`config.mk`:
```
export PLATFORM = sky130hd
export DESIGN_NAME = key_debounce_remap_idle_dim
export DESIGN_NICKNAME = d
export VERILOG_FILES = /design/src/kdrid_pkg.sv /design/src/kdrid_debounce.sv /design/src/kdrid_remap.sv /design/src/kdrid_idle.sv /design/src/key_debounce_remap_idle_dim.sv
export VERILOG_INCLUDE_DIRS = /design/src /design/src/src
export SDC_FILE = /design/constraint.sdc
export NUM_CORES = 1
export LEC_CHECK = 0
export BUFFER_PORTS_ARGS = -buffer_cell sky130_fd_sc_hd__buf_2
export CAP_MARGIN = 30
export CORE_ASPECT_RATIO = 0.9
export CORE_MARGIN = 4
export CORE_UTILIZATION = 47
export DETAILED_ROUTE_END_ITERATION = 7
export SETUP_SLACK_MARGIN = 0.05
export SYNTH_ARGS = -nofsm -noshare
export SYNTH_HDL_FRONTEND = slang
export SYNTH_SLANG_ARGS = --single-unit
```
`constraint.sdc`:
```
create_clock -name clk -period 8.1 [get_ports clk]
set_input_delay 0.405 -clock clk [delete_from_list [all_inputs] [get_ports clk]]
set_output_delay 0.405 -clock clk [all_outputs]
set_load 0.02 [all_outputs]
```
`src/key_debounce_remap_idle_dim_macros.svh`:
```
// ----------------------------------------------------------------------------
// key debounce remap idle dim assertion macros
// shared concurrent assertion wrappers, empty when synthesizing
// ----------------------------------------------------------------------------
`ifndef KEY_DEBOUNCE_REMAP_IDLE_DIM_MACROS_SVH
`define KEY_DEBOUNCE_REMAP_IDLE_DIM_MACROS_SVH

`ifndef SYNTHESIS
`define KDRID_ASSERT_SAME(lbl, ante, cons) \
  lbl: assert property (@(posedge clk) disable iff (!rst_n) (ante) |-> (cons)) \
    else $error("assertion failed in %m");
`define KDRID_ASSERT_NEXT(lbl, ante, cons) \
  lbl: assert property (@(posedge clk) disable iff (!rst_n) (ante) |=> (cons)) \
    else $error("assertion failed in %m");
`else
`define KDRID_ASSERT_SAME(lbl, ante, cons)
`define KDRID_ASSERT_NEXT(lbl, ante, cons)
`endif

`endif

```
`src/kdrid_pkg.sv`:
```
// ----------------------------------------------------------------------------
// kdrid_pkg
// shared widths, register indexes, reset values and helpers
// ----------------------------------------------------------------------------
`default_nettype none

package kdrid_pkg;

  localparam int KEY_COUNT_DEF = 16;
  localparam int KEY_W         = 16;
  localparam int TIME_W        = 48;
  localparam int LEVEL_W       = 7;
  localparam int HIST_W        = 8;
  localparam int CNT_W         = 4;
  localparam int TGT_W         = 4;
  localparam int TIMEOUT_W     = 32;
  localparam int CFG_IDX_W     = 2;
  localparam int CFG_DATA_W    = 64;

  localparam logic [CFG_IDX_W-1:0] REG_PRESS_COUNT   = 2'd0;
  localparam logic [CFG_IDX_W-1:0] REG_RELEASE_COUNT = 2'd1;
  localparam logic [CFG_IDX_W-1:0] REG_REMAP_TABLE   = 2'd2;
  localparam logic [CFG_IDX_W-1:0] REG_IDLE_TIMEOUT  = 2'd3;

  localparam logic [CNT_W-1:0]      PRESS_COUNT_RST   = 4'd2;
  localparam logic [CNT_W-1:0]      RELEASE_COUNT_RST = 4'd2;
  localparam logic [CFG_DATA_W-1:0] REMAP_TABLE_RST   = 64'hFEDC_BA98_7654_3210;
  localparam logic [TIMEOUT_W-1:0]  IDLE_TIMEOUT_RST  = 32'd30_000_000;

  localparam logic [HIST_W-1:0]  HIST_RST  = 8'hFF;
  localparam logic [LEVEL_W-1:0] DIM_FLOOR = 7'd5;

  typedef struct packed {
    logic [HIST_W-1:0] press_mask;
    logic [HIST_W-1:0] release_mask;
  } deb_cfg_t;

  typedef struct packed {
    logic               cmd_valid;
    logic [LEVEL_W-1:0] cmd_level;
    logic               dimmed;
  } idle_res_t;

  // count of 0 acts as 1, above 8 acts as 8
  function automatic logic [HIST_W-1:0] count_mask(input logic [CNT_W-1:0] cnt);
    logic [HIST_W-1:0] m;
    case (cnt) inside
      4'd0, 4'd1: m = 8'h01;
      4'd2:       m = 8'h03;
      4'd3:       m = 8'h07;
      4'd4:       m = 8'h0F;
      4'd5:       m = 8'h1F;
      4'd6:       m = 8'h3F;
      4'd7:       m = 8'h7F;
      default:    m = 8'hFF;
    endcase
    return m;
  endfunction

  // exact floor(x/5) for 7-bit x via reciprocal 205/1024
  function automatic logic [LEVEL_W-1:0] div5(input logic [LEVEL_W-1:0] x);
    logic [16:0] p;
    p = 17'(x) * 17'd205;
    return p[16:10];
  endfunction

endpackage

`default_nettype wire

```
`src/kdrid_debounce.sv`:
```
// ----------------------------------------------------------------------------
// kdrid_debounce
// per-key 8-sample shift history and held mask
// ----------------------------------------------------------------------------
`default_nettype none

module kdrid_debounce #(
  parameter int KEY_COUNT = kdrid_pkg::KEY_COUNT_DEF
) (
  input  wire logic                        clk,
  input  wire logic                        rst_n,
  input  wire logic                        en,
  input  wire logic [kdrid_pkg::KEY_W-1:0] raw_keys,
  input  wire kdrid_pkg::deb_cfg_t         cfg,
  output logic      [kdrid_pkg::KEY_W-1:0] held_nxt
);

  logic [kdrid_pkg::HIST_W-1:0] hist_r   [KEY_COUNT];
  logic [kdrid_pkg::HIST_W-1:0] hist_nxt [KEY_COUNT];
  logic [kdrid_pkg::KEY_W-1:0]  held_r;

  for (genvar i = 0; i < kdrid_pkg::KEY_W; i++) begin : g_key
    if (i < KEY_COUNT) begin : g_live
      assign hist_nxt[i] = {hist_r[i][kdrid_pkg::HIST_W-2:0], raw_keys[i]};

      assign held_nxt[i] =
        ((hist_nxt[i] & cfg.press_mask) == cfg.press_mask) ? 1'b1 :
        ((hist_nxt[i] & cfg.release_mask) == '0)           ? 1'b0 :
                                                             held_r[i];

      always_ff @(posedge clk) begin
        if (!rst_n) begin
          hist_r[i] <= kdrid_pkg::HIST_RST;
        end else if (en) begin
          hist_r[i] <= hist_nxt[i];
        end
      end
    end else begin : g_none
      assign held_nxt[i] = 1'b0;
    end
  end

  always_ff @(posedge clk) begin
    if (!rst_n) begin
      held_r <= '0;
    end else if (en) begin
      held_r <= held_nxt;
    end
  end

endmodule

`default_nettype wire

```
`src/kdrid_remap.sv`:
```
// ----------------------------------------------------------------------------
// kdrid_remap
// maps each held key onto the target bit named by its table entry
// ----------------------------------------------------------------------------
`default_nettype none

module kdrid_remap #(
  parameter int KEY_COUNT = kdrid_pkg::KEY_COUNT_DEF
) (
  input  wire logic [kdrid_pkg::KEY_W-1:0]      held,
  input  wire logic [kdrid_pkg::CFG_DATA_W-1:0] remap_table,
  output logic      [kdrid_pkg::KEY_W-1:0]      remapped
);

  always_comb begin
    logic [kdrid_pkg::TGT_W-1:0] tgt;
    remapped = '0;
    for (int i = 0; i < KEY_COUNT; i++) begin
      tgt = remap_table[kdrid_pkg::TGT_W*i +: kdrid_pkg::TGT_W];
      // out-of-range target maps the key to itself
      if ({1'b0, tgt} >= 5'(KEY_COUNT)) begin
        tgt = kdrid_pkg::TGT_W'(i);
      end
      if (held[i]) begin
        remapped[tgt] = 1'b1;
      end
    end
  end

endmodule

`default_nettype wire

```
`src/kdrid_idle.sv`:
```
// ----------------------------------------------------------------------------
// kdrid_idle
// idle timer, backlight dim and restore commands
// ----------------------------------------------------------------------------
`default_nettype none

module kdrid_idle (
  input  wire logic                            clk,
  input  wire logic                            rst_n,
  input  wire logic                            en,
  input  wire logic                            any_held,
  input  wire logic [kdrid_pkg::TIME_W-1:0]    now_us,
  input  wire logic [kdrid_pkg::LEVEL_W-1:0]   level,
  input  wire logic [kdrid_pkg::TIMEOUT_W-1:0] idle_timeout_us,
  output kdrid_pkg::idle_res_t                 res
);

  logic [kdrid_pkg::TIME_W-1:0]  last_r, last_nxt;
  logic                          dimmed_r, dimmed_nxt;
  logic [kdrid_pkg::LEVEL_W-1:0] saved_r, saved_nxt;
  logic [kdrid_pkg::TIME_W-1:0]  elapsed;
  logic [kdrid_pkg::LEVEL_W-1:0] dim_level;
  logic                          expired;

  assign elapsed = now_us - last_r;
  assign expired = !dimmed_r && (last_r != '0) && (now_us > last_r) &&
                   (elapsed > kdrid_pkg::TIME_W'(idle_timeout_us));

  always_comb begin
    dim_level = kdrid_pkg::div5(level);
    if (dim_level < kdrid_pkg::DIM_FLOOR) begin
      dim_level = kdrid_pkg::DIM_FLOOR;
    end
  end

  always_comb begin
    last_nxt      = last_r;
    dimmed_nxt    = dimmed_r;
    saved_nxt     = saved_r;
    res.cmd_valid = 1'b0;
    res.cmd_level = '0;
    if (any_held) begin
      last_nxt = now_us;
      if (dimmed_r) begin
        res.cmd_valid = 1'b1;
        res.cmd_level = saved_r;
        dimmed_nxt    = 1'b0;
      end
    end else if (expired) begin
      saved_nxt     = level;
      res.cmd_valid = 1'b1;
      res.cmd_level = dim_level;
      dimmed_nxt    = 1'b1;
    end
    res.dimmed = dimmed_nxt;
  end

  always_ff @(posedge clk) begin
    if (!rst_n) begin
      last_r   <= '0;
      dimmed_r <= 1'b0;
      saved_r  <= '0;
    end else if (en) begin
      last_r   <= last_nxt;
      dimmed_r <= dimmed_nxt;
      saved_r  <= saved_nxt;
    end
  end

endmodule

`default_nettype wire

```
`src/key_debounce_remap_idle_dim.sv`:
```
// ----------------------------------------------------------------------------
// key_debounce_remap_idle_dim
// key debounce with remap and idle backlight dimming, one result word per poll
//
//   channel  direction  handshake            payload
//   in_      sink       in_valid / in_stall  raw_keys, now_us, backlight_level
//   out_     source     out_valid/out_stall  debounced, remapped, backlight cmd
//   cfg_     sink       cfg_we               cfg_index, cfg_wdata
//
// one word per cycle sustained while out_stall is low; a taken word passes the input
// register and then the result register, where out_valid marks it for the sink
// reset is synchronous; history and idle state are ready right after it
// out_stall reaches in_stall combinationally when both stages hold a word
// ----------------------------------------------------------------------------
`default_nettype none

`include "key_debounce_remap_idle_dim_macros.svh"

module key_debounce_remap_idle_dim #(
  parameter int KEY_COUNT = kdrid_pkg::KEY_COUNT_DEF
) (
  input  wire logic                              clk,
  input  wire logic                              rst_n,

  input  wire logic                              cfg_we,
  input  wire logic [kdrid_pkg::CFG_IDX_W-1:0]   cfg_index,
  input  wire logic [kdrid_pkg::CFG_DATA_W-1:0]  cfg_wdata,

  input  wire logic                              in_valid,
  output logic                                   in_stall,
  input  wire logic [kdrid_pkg::KEY_W-1:0]       in_raw_keys,
  input  wire logic [kdrid_pkg::TIME_W-1:0]      in_now_us,
  input  wire logic [kdrid_pkg::LEVEL_W-1:0]     in_backlight_level,

  output logic                                   out_valid,
  input  wire logic                              out_stall,
  output logic      [kdrid_pkg::KEY_W-1:0]       out_debounced_keys,
  output logic      [kdrid_pkg::KEY_W-1:0]       out_remapped_keys,
  output logic                                   out_backlight_cmd_valid,
  output logic      [kdrid_pkg::LEVEL_W-1:0]     out_backlight_cmd_level,
  output logic                                   out_is_dimmed
);

  // configuration
  logic [kdrid_pkg::CNT_W-1:0]      press_count_r;
  logic [kdrid_pkg::CNT_W-1:0]      release_count_r;
  logic [kdrid_pkg::CFG_DATA_W-1:0] remap_table_r;
  logic [kdrid_pkg::TIMEOUT_W-1:0]  idle_timeout_r;

  always_ff @(posedge clk) begin
    if (!rst_n) begin
      press_count_r   <= kdrid_pkg::PRESS_COUNT_RST;
      release_count_r <= kdrid_pkg::RELEASE_COUNT_RST;
      remap_table_r   <= kdrid_pkg::REMAP_TABLE_RST;
      idle_timeout_r  <= kdrid_pkg::IDLE_TIMEOUT_RST;
    end else if (cfg_we) begin
      unique case (cfg_index)
        kdrid_pkg::REG_PRESS_COUNT:   press_count_r   <= cfg_wdata[kdrid_pkg::CNT_W-1:0];
        kdrid_pkg::REG_RELEASE_COUNT: release_count_r <= cfg_wdata[kdrid_pkg::CNT_W-1:0];
        kdrid_pkg::REG_REMAP_TABLE:   remap_table_r   <= cfg_wdata;
        kdrid_pkg::REG_IDLE_TIMEOUT:  idle_timeout_r  <= cfg_wdata[kdrid_pkg::TIMEOUT_W-1:0];
        default: ;
      endcase
    end
  end

  kdrid_pkg::deb_cfg_t deb_cfg;
  assign deb_cfg.press_mask   = kdrid_pkg::count_mask(press_count_r);
  assign deb_cfg.release_mask = kdrid_pkg::count_mask(release_count_r);

  // input register
  logic                            s1_valid_r;
  logic [kdrid_pkg::KEY_W-1:0]     s1_raw_r;
  logic [kdrid_pkg::TIME_W-1:0]    s1_now_r;
  logic [kdrid_pkg::LEVEL_W-1:0]   s1_level_r;
  logic                            s1_adv;
  logic                            step;
  logic                            in_take;

  assign s1_adv   = !out_valid || !out_stall;
  assign step     = s1_valid_r && s1_adv;
  assign in_stall = s1_valid_r && !s1_adv;
  assign in_take  = in_valid && !in_stall;

  always_ff @(posedge clk) begin
    if (!rst_n) begin
      s1_valid_r <= 1'b0;
    end else if (!in_stall) begin
      s1_valid_r <= in_valid;
    end
  end

  always_ff @(posedge clk) begin
    if (in_take) begin
      s1_raw_r   <= in_raw_keys;
      s1_now_r   <= in_now_us;
      s1_level_r <= in_backlight_level;
    end
  end

  // processing
  logic [kdrid_pkg::KEY_W-1:0] held_nxt;
  logic [kdrid_pkg::KEY_W-1:0] remapped;
  kdrid_pkg::idle_res_t        idle_res;

  kdrid_debounce #(
    .KEY_COUNT (KEY_COUNT)
  ) u_debounce (
    .clk      (clk),
    .rst_n    (rst_n),
    .en       (step),
    .raw_keys (s1_raw_r),
    .cfg      (deb_cfg),
    .held_nxt (held_nxt)
  );

  kdrid_remap #(
    .KEY_COUNT (KEY_COUNT)
  ) u_remap (
    .held        (held_nxt),
    .remap_table (remap_table_r),
    .remapped    (remapped)
  );

  kdrid_idle u_idle (
    .clk             (clk),
    .rst_n           (rst_n),
    .en              (step),
    .any_held        (held_nxt != '0),
    .now_us          (s1_now_r),
    .level           (s1_level_r),
    .idle_timeout_us (idle_timeout_r),
    .res             (idle_res)
  );

  // result register
  always_ff @(posedge clk) begin
    if (!rst_n) begin
      out_valid <= 1'b0;
    end else if (s1_adv) begin
      out_valid <= s1_valid_r;
    end
  end

  always_ff @(posedge clk) begin
    if (step) begin
      out_debounced_keys      <= held_nxt;
      out_remapped_keys       <= remapped;
      out_backlight_cmd_valid <= idle_res.cmd_valid;
      out_backlight_cmd_level <= idle_res.cmd_level;
      out_is_dimmed           <= idle_res.dimmed;
    end
  end

  // checks
  `KDRID_ASSERT_SAME(a_no_cmd_zero_level,
    out_valid && !out_backlight_cmd_valid, out_backlight_cmd_level == '0)
  `KDRID_ASSERT_SAME(a_dim_level_floor,
    out_valid && out_backlight_cmd_valid && out_is_dimmed,
    out_backlight_cmd_level >= kdrid_pkg::DIM_FLOOR)
  `KDRID_ASSERT_SAME(a_restore_needs_key,
    out_valid && out_backlight_cmd_valid && !out_is_dimmed,
    out_debounced_keys != '0)
  `KDRID_ASSERT_SAME(a_remap_nonempty,
    out_valid, (out_debounced_keys == '0) == (out_remapped_keys == '0))
  `KDRID_ASSERT_NEXT(a_stall_holds_input,
    in_stall, s1_valid_r)

endmodule

`default_nettype wire
```
# Word-level counts from Yosys, hierarchy flattened
# Memories as Yosys holds them, arrays and structs flattened.
# Cells that the tools add are included.
word_totals:
  ff_bits: 290
  ramBits: 128
  output_inout_bits: 43
  n_memories: 1
mem_list:
  columns: ["memory", "depth", "word_bits", "rd", "rd_clocked_by_memory_dff", "write_ports", "line", "text"]
  rows:
  - ["u_debounce.hist_r", 16, 8, 16, 0, 16, "kdrid_debounce.sv:18", "logic [kdrid_pkg::HIST_W-1:0] hist_r [KEY_COUNT];"]
classes:
  add_sub_neg: 1
  multipliers: 1
  order_cmp: 35
  eq_ne: 33
  n_mux: 120
  bitwise: 64
  reduce_logical: 57
ops:
  columns: ["op", "count"]
  rows:
  - ["$mux 8", 33]
  - ["$and 8x8->8", 32]
  - ["$mux 16", 16]
  - ["$or 16x16->16", 15]
  - ["$eq 8x8->1", 16]
  - ["$logic_not 8->1", 16]
  - ["$lt 4x5->1 const B", 16]
  - ["$demux 1 s4", 16]
  - ["$ge 4x1->1 const B", 16]
  - ["$mux 1", 54]
  - ["$gt 48x32->1", 1]
  - ["$gt 48x48->1", 1]
  - ["$reduce_bool 48->1", 1]
  - ["$sub 48x48->48", 1]
  - ["$eq 4x3->1 const B", 8]
  - ["$logic_and 1x1->1", 22]
  - ["$eq 4x2->1 const B", 4]
  - ["$or 1x1->1", 16]
  - ["$reduce_bool 16->1", 1]
  - ["$mul 7x8->15 const B", 1]
  - ["$reduce_and 2->1", 5]
  - ["$eq 4x1->1 const B", 2]
  - ["$logic_not 4->1", 2]
  - ["$logic_not 1->1", 5]
  - ["other kinds (9)", 11]

# Depth between registers and ports, before layout
depth:
  word_depth: 43
  mapped_depth: 24
  mapped_depth_nobuf: 24

# By module
# Synthesis repeated with hierarchy kept, for this count alone.
hier_totals:
  cells_unflattened: 2505
  area_unflattened_um2: 23615.1
modules_own_cells:
  columns: ["module", "n_inst", "cells_per_inst", "area_each_um2"]
  rows:
  - ["key_debounce_remap_idle_dim", 1, 584, 7771.2]
  - ["kdrid_idle", 1, 1064, 7724.9]
  - ["kdrid_debounce", 1, 514, 6105.9]
  - ["kdrid_remap", 1, 343, 2013.2]

# Worst setup path after synthesis
# OpenSTA, ideal clock, no wires.
synth_timing:
  path_kind: "register to register"
  from: "register s1_now_r[0] (netlist bit)"
  to: "register out_backlight_cmd_valid (data pin)"
  arrival_ps: 4668
  required_ps: 7841
  slack_ps: 3173
  path_stages_with_launch: 23
  path_buffers: 0
  cell_sequence: "edfxtp_1 -> inv_1 -> ha_1 -> inv_1 -> fa_1 -> a211oi_1 -> o21ai_0 -> a41oi_1 -> nand3_1 -> a31o_2 -> xor2_1 -> ha_1 -> a21oi_1 -> nand2_1 -> a221oi_1 -> nand4b_1 -> o21ai_0 -> o2111ai_1 -> a2111oi_0 -> nand4_1 -> nor4_1 -> nor2_1 -> or2_1"
synth_rtl:
  columns: ["item", "line", "text"]
  rows:
  - ["start, declared", "key_debounce_remap_idle_dim.sv:74", "logic [kdrid_pkg::TIME_W-1:0] s1_now_r;"]
  - ["start signal, assigned", "key_debounce_remap_idle_dim.sv:96", "s1_now_r <= in_now_us;"]
  - ["end signal, assigned", "key_debounce_remap_idle_dim.sv:149", "out_backlight_cmd_valid <= idle_res.cmd_valid;"]
  - ["end, declared", "key_debounce_remap_idle_dim.sv:39", "output logic out_backlight_cmd_valid,"]

==> flow_summary.ini <==
[global_routing]
antenna_found_initial = 3
use_met1_pct = 38.35
gr-total-overflow = 0
use_met3_pct = 3.861
grt_max_degree = 104
grtUsageTotal_pct = 27.93
first_global_vias = 20410
top_usage_layer = met2
grt_pass1_wl_mm = 119.5
met2_usage_pct = 45.80

[placement]
hpwl_mm = 58.56
io_buffers = 184
gp_congestion = 0.9642
preCtsSetupSlack_ps = 1841
dp_cells = 3386

[layout]
nFillCells = 4508
nets = 3091
drive_above_1_share_pct = 14.84
areaGrowthSynthToFinish_pct = 16.01
final_util_pct = 55.62
final_cell_count_no_fill = 3535

[timing]
setup_ws_ps = 1727
fmax_ghz = 0.1569
max_slew_margin_pct = 38.72
maxSlewViolCount = 0
rsz0062_at_grt = no
skew_ps = 25.94
setup_viol = 0
finalCritPeriodShare_pct = 78.68
tightestPinTransition_ps = 896.0
post-route-min-period_ps = 6373
hold_slack_ps = 35.91
hold_violations = 0
setup_tns_ps = 0

[hold_path]
hold_class = in2reg

[power]
powerDensity_nw_per_um2 = 197.8
leakagePower_uw = 0.01034
switchingPower_uw = 1576
vdd_ir_drop_max_mv = 0.1735
switching_share_pct = 28.93
combPwrFrac_pct = 19.0
power.internal_uw = 3871
clkPwrFrac_pct = 38.5
pwr-share-seq_pct = 42.5

[setup_path]
cpPeakStageDelay_ps = 610
worstRegToRegCells = 23
cpLargestDelayFamily = compound AO/OA/AOI/OAI gates
worstReg2RegEnd = out_backlight_cmd_level[0]
worst-path-buf-inv = 0
critical_path_class = reg2reg
worst_path_most_repeated_cell = o21ai_0
start_kind = flip-flop
crit_path_max_fanout = 6
endpoint = out_backlight_cmd_level[0]
crit_cells = 23
endpoint_kind = flip-flop
worstPathRequired_ps = 8420
r2r_slack_ps = 1730
worstPathArrival_ps = 6690
cp_cell_sequence = ha_1 -> nor2_1 -> a211oi_1 -> o21bai_1 -> a211oi_1 -> o21ai_0 -> nand2b_1 -> a21oi_1 -> nor3_1 -> nor2_1 -> xnor2_1 -> ha_1 -> a21oi_1 -> o21ai_0 -> a221oi_1 -> nand4b_1 -> o21ai_0 -> o2111ai_1 -> a2111oi_0 -> nand4_1 -> nor4_1 -> or3_1 -> o21ai_0
slowest_stage = nor4_1
r2r_start = s1_now_r[2]
crit_path_start = s1_now_r[2]

[cts]
cts_hold_buf = 63
worstSkewPairLatency_ps = 590
htree_levels = 2
path_clk_slew_ps = 60
cts_buffers = 45
clock_sinks = 402
cts_root_buffer = clkbuf_16
cts_tree = done
cts_setup_buffers = 0
cts_resized = 0
clockBufferDepth = 3

[die]
coreArea_um2 = 49520
rows = 77
start_util_pct = 47.94
die-area_um2 = 54180
die_w_um = 244.9
io_pins = 185
dieHeight_um = 221.2

[logic_synthesis]
dominantRegCellSynth = edfxtp_1
yosys_warnings = 0
synth_seq_cells = 402
synth.avg_cell_area_um2 = 9.062
syn_inst = 2620
ys_seq_area_share_pct = 43.34
synth_nets = 2884
synth_edf_count = 224
async_reset_ff_share_pct = 0
synth_cell_types = 91
syn_area_um2 = 23740

[job]
cap_viol_max_count = 0

[route]
ant_nets = 0
drtPass1Iterations = 5
drtIter0Drc = 1838
drt_wl_total_mm = 78.74
avgViaCountPerCell = 5.967
drc = 0
vias = 21090
routedWlPerCell_um = 22.27

[run_status]
status = finished clean
how the worst min path moves through the flow:
stage | to | start | slack [ps] | depth (start not counted)
after CTS | s1_now_r[9] | in_now_us[9] | 1 | 1
after global placement | u_idle.saved_r[6] | u_idle.saved_r[6] | 440 | 2
after floorplan | u_idle.saved_r[5] | u_idle.saved_r[5] | 430 | 2
after detailed placement | u_idle.saved_r[6] | u_idle.saved_r[6] | 450 | 2
after global routing | s1_now_r[8] | in_now_us[8] | 8 | 1
final | remap_table_r[50] | cfg_wdata[50] | 40 | 3
synthesized netlist by cell type (11+ instances only):
master | count | area share [%]
nor3_1 | 40 | 0.84
nand2b_1 | 34 | 0.90
o22ai_1 | 22 | 0.58
o211ai_1 | 33 | 1.0
o21bai_1 | 13 | 0.41
xor2_1 | 18 | 0.66
o21ai_0 | 96 | 2.0
nor4_1 | 26 | 0.69
nor2b_1 | 94 | 2.5
nand4_1 | 38 | 1.0
inv_1 | 146 | 2.3
o221ai_1 | 18 | 0.66
ha_1 | 113 | 6.0
buf_2 | 11 | 0.23
and2_1 | 14 | 0.37
dfxtp_1 | 178 | 15
a22oi_1 | 21 | 0.66
o31ai_1 | 11 | 0.35
nand3_1 | 90 | 1.9
xnor2_1 | 21 | 0.77
edfxtp_1 | 224 | 28
mux2i_1 | 61 | 2.6
a21o_1 | 28 | 0.89
or3_1 | 11 | 0.29
a21boi_0 | 57 | 1.8
a21oi_1 | 160 | 3.4
and3_1 | 23 | 0.61
o21a_1 | 24 | 0.76
nand2_1 | 351 | 5.5
a31oi_1 | 16 | 0.42
a221oi_1 | 23 | 0.85
nor2_1 | 158 | 2.5
or2_2 | 110 | 2.9
nand3b_1 | 12 | 0.38
nor3b_1 | 26 | 0.82
clkbuf_1 | 104 | 1.6
a211oi_1 | 30 | 0.95
power by group through the flow:
stage	registers (µW)	logic [µW]	clock network, µW
floorplan	2350	652	0
global placement	2360	976	0
detailed placement	2360	996	0
CTS	2310	1020	2140
global route	2320	1140	2230
finish	2320	1030	2100
worst reg2reg max path, stage by stage (launching register included):
cell	delay, ps
edfxtp_1	390
ha_1	410
nor2_1	70
a211oi_1	380
o21bai_1	170
a211oi_1	490
o21ai_0	170
nand2b_1	180
a21oi_1	140
nor3_1	160
nor2_1	70
xnor2_1	230
ha_1	300
a21oi_1	140
o21ai_0	130
a221oi_1	370
nand4b_1	130
o21ai_0	410
o2111ai_1	180
a2111oi_0	370
nand4_1	240
nor4_1	610
or3_1	280
o21ai_0	100
cells in the final DEF, fill, tap and decap left out, types with 14 or more instances in the layout:
master,count
nand2_1,349
edfxtp_1,224
buf_2,183
dfxtp_1,177
a21oi_1,160
nor2_1,157
inv_1,146
ha_1,113
or2_2,110
o21ai_0,96
nor2b_1,93
nand3_1,90
dlygate4sd3_1,63
mux2i_1,61
a21boi_0,57
clkbuf_16,47
nor3_1,40
nand4_1,38
buf_4,35
nand2b_1,33
o211ai_1,33
a211oi_1,30
a21o_1,28
nor4_1,26
nor3b_1,26
o21a_1,24
and3_1,23
a221oi_1,23
o22ai_1,22
a22oi_1,21
xnor2_1,21
o221ai_1,18
xor2_1,18
a31oi_1,16
and2_1,14
flip-flops by register name, summed over array words and instances (netlist names), 16 cells and up:
signal / count
out_debounced_keys: 16
u_debounce.held_r: 16
u_debounce.hist_r: 112
s1_raw_r: 16
remap_table_r: 64
s1_now_r: 48
u_idle.last_r: 48
idle_timeout_r: 32
out_remapped_keys: 16
routing by layer:
layer  wire length [µm]  vias to the layer above
met5                 30                        -
met4               2651                        4
met3               5434                      161
met2              36430                      862
met1              34190                    10120
li1                   -                     9944
area by class of cell:
type / instances / area, µm² / share of cell area [%]
clock buffers: 68 / 1335 / 4.847
flip-flops and latches: 402 / 10290 / 37.37
clock inverters: 15 / 178.9 / 0.6496
repair buffers: 286 / 1914 / 6.951
inverters: 150 / 563.0 / 2.044
multi-input cells: 1942 / 12420 / 45.08
diodes: 1 / 2.502 / 0.009086
well taps: 671 / 839.6 / 3.048
per-stage QoR:
stage	total power [µW]	area [µm²]
final	5446	27540
after global routing	5692	27540
after CTS	5482	27500
after detailed placement	3354	25360
after global placement	3333	25290
after floorplan	2998	23740
cell families (layout without fill, tap and decap cells):
logic type | Yosys count | after routing | share of synthesized area [%]
other cells | 0 | 1 | 0
xor+xnor | 39 | 39 | 1.439
mux | 63 | 63 | 2.667
flops | 402 | 402 | 43.34
simple gates | 1053 | 1053 | 22.26
compound gates | 662 | 662 | 18.98
buf+inv | 276 | 519 | 4.474
fa+ha+maj | 125 | 125 | 6.841
(Power assumes the default switching activity.)
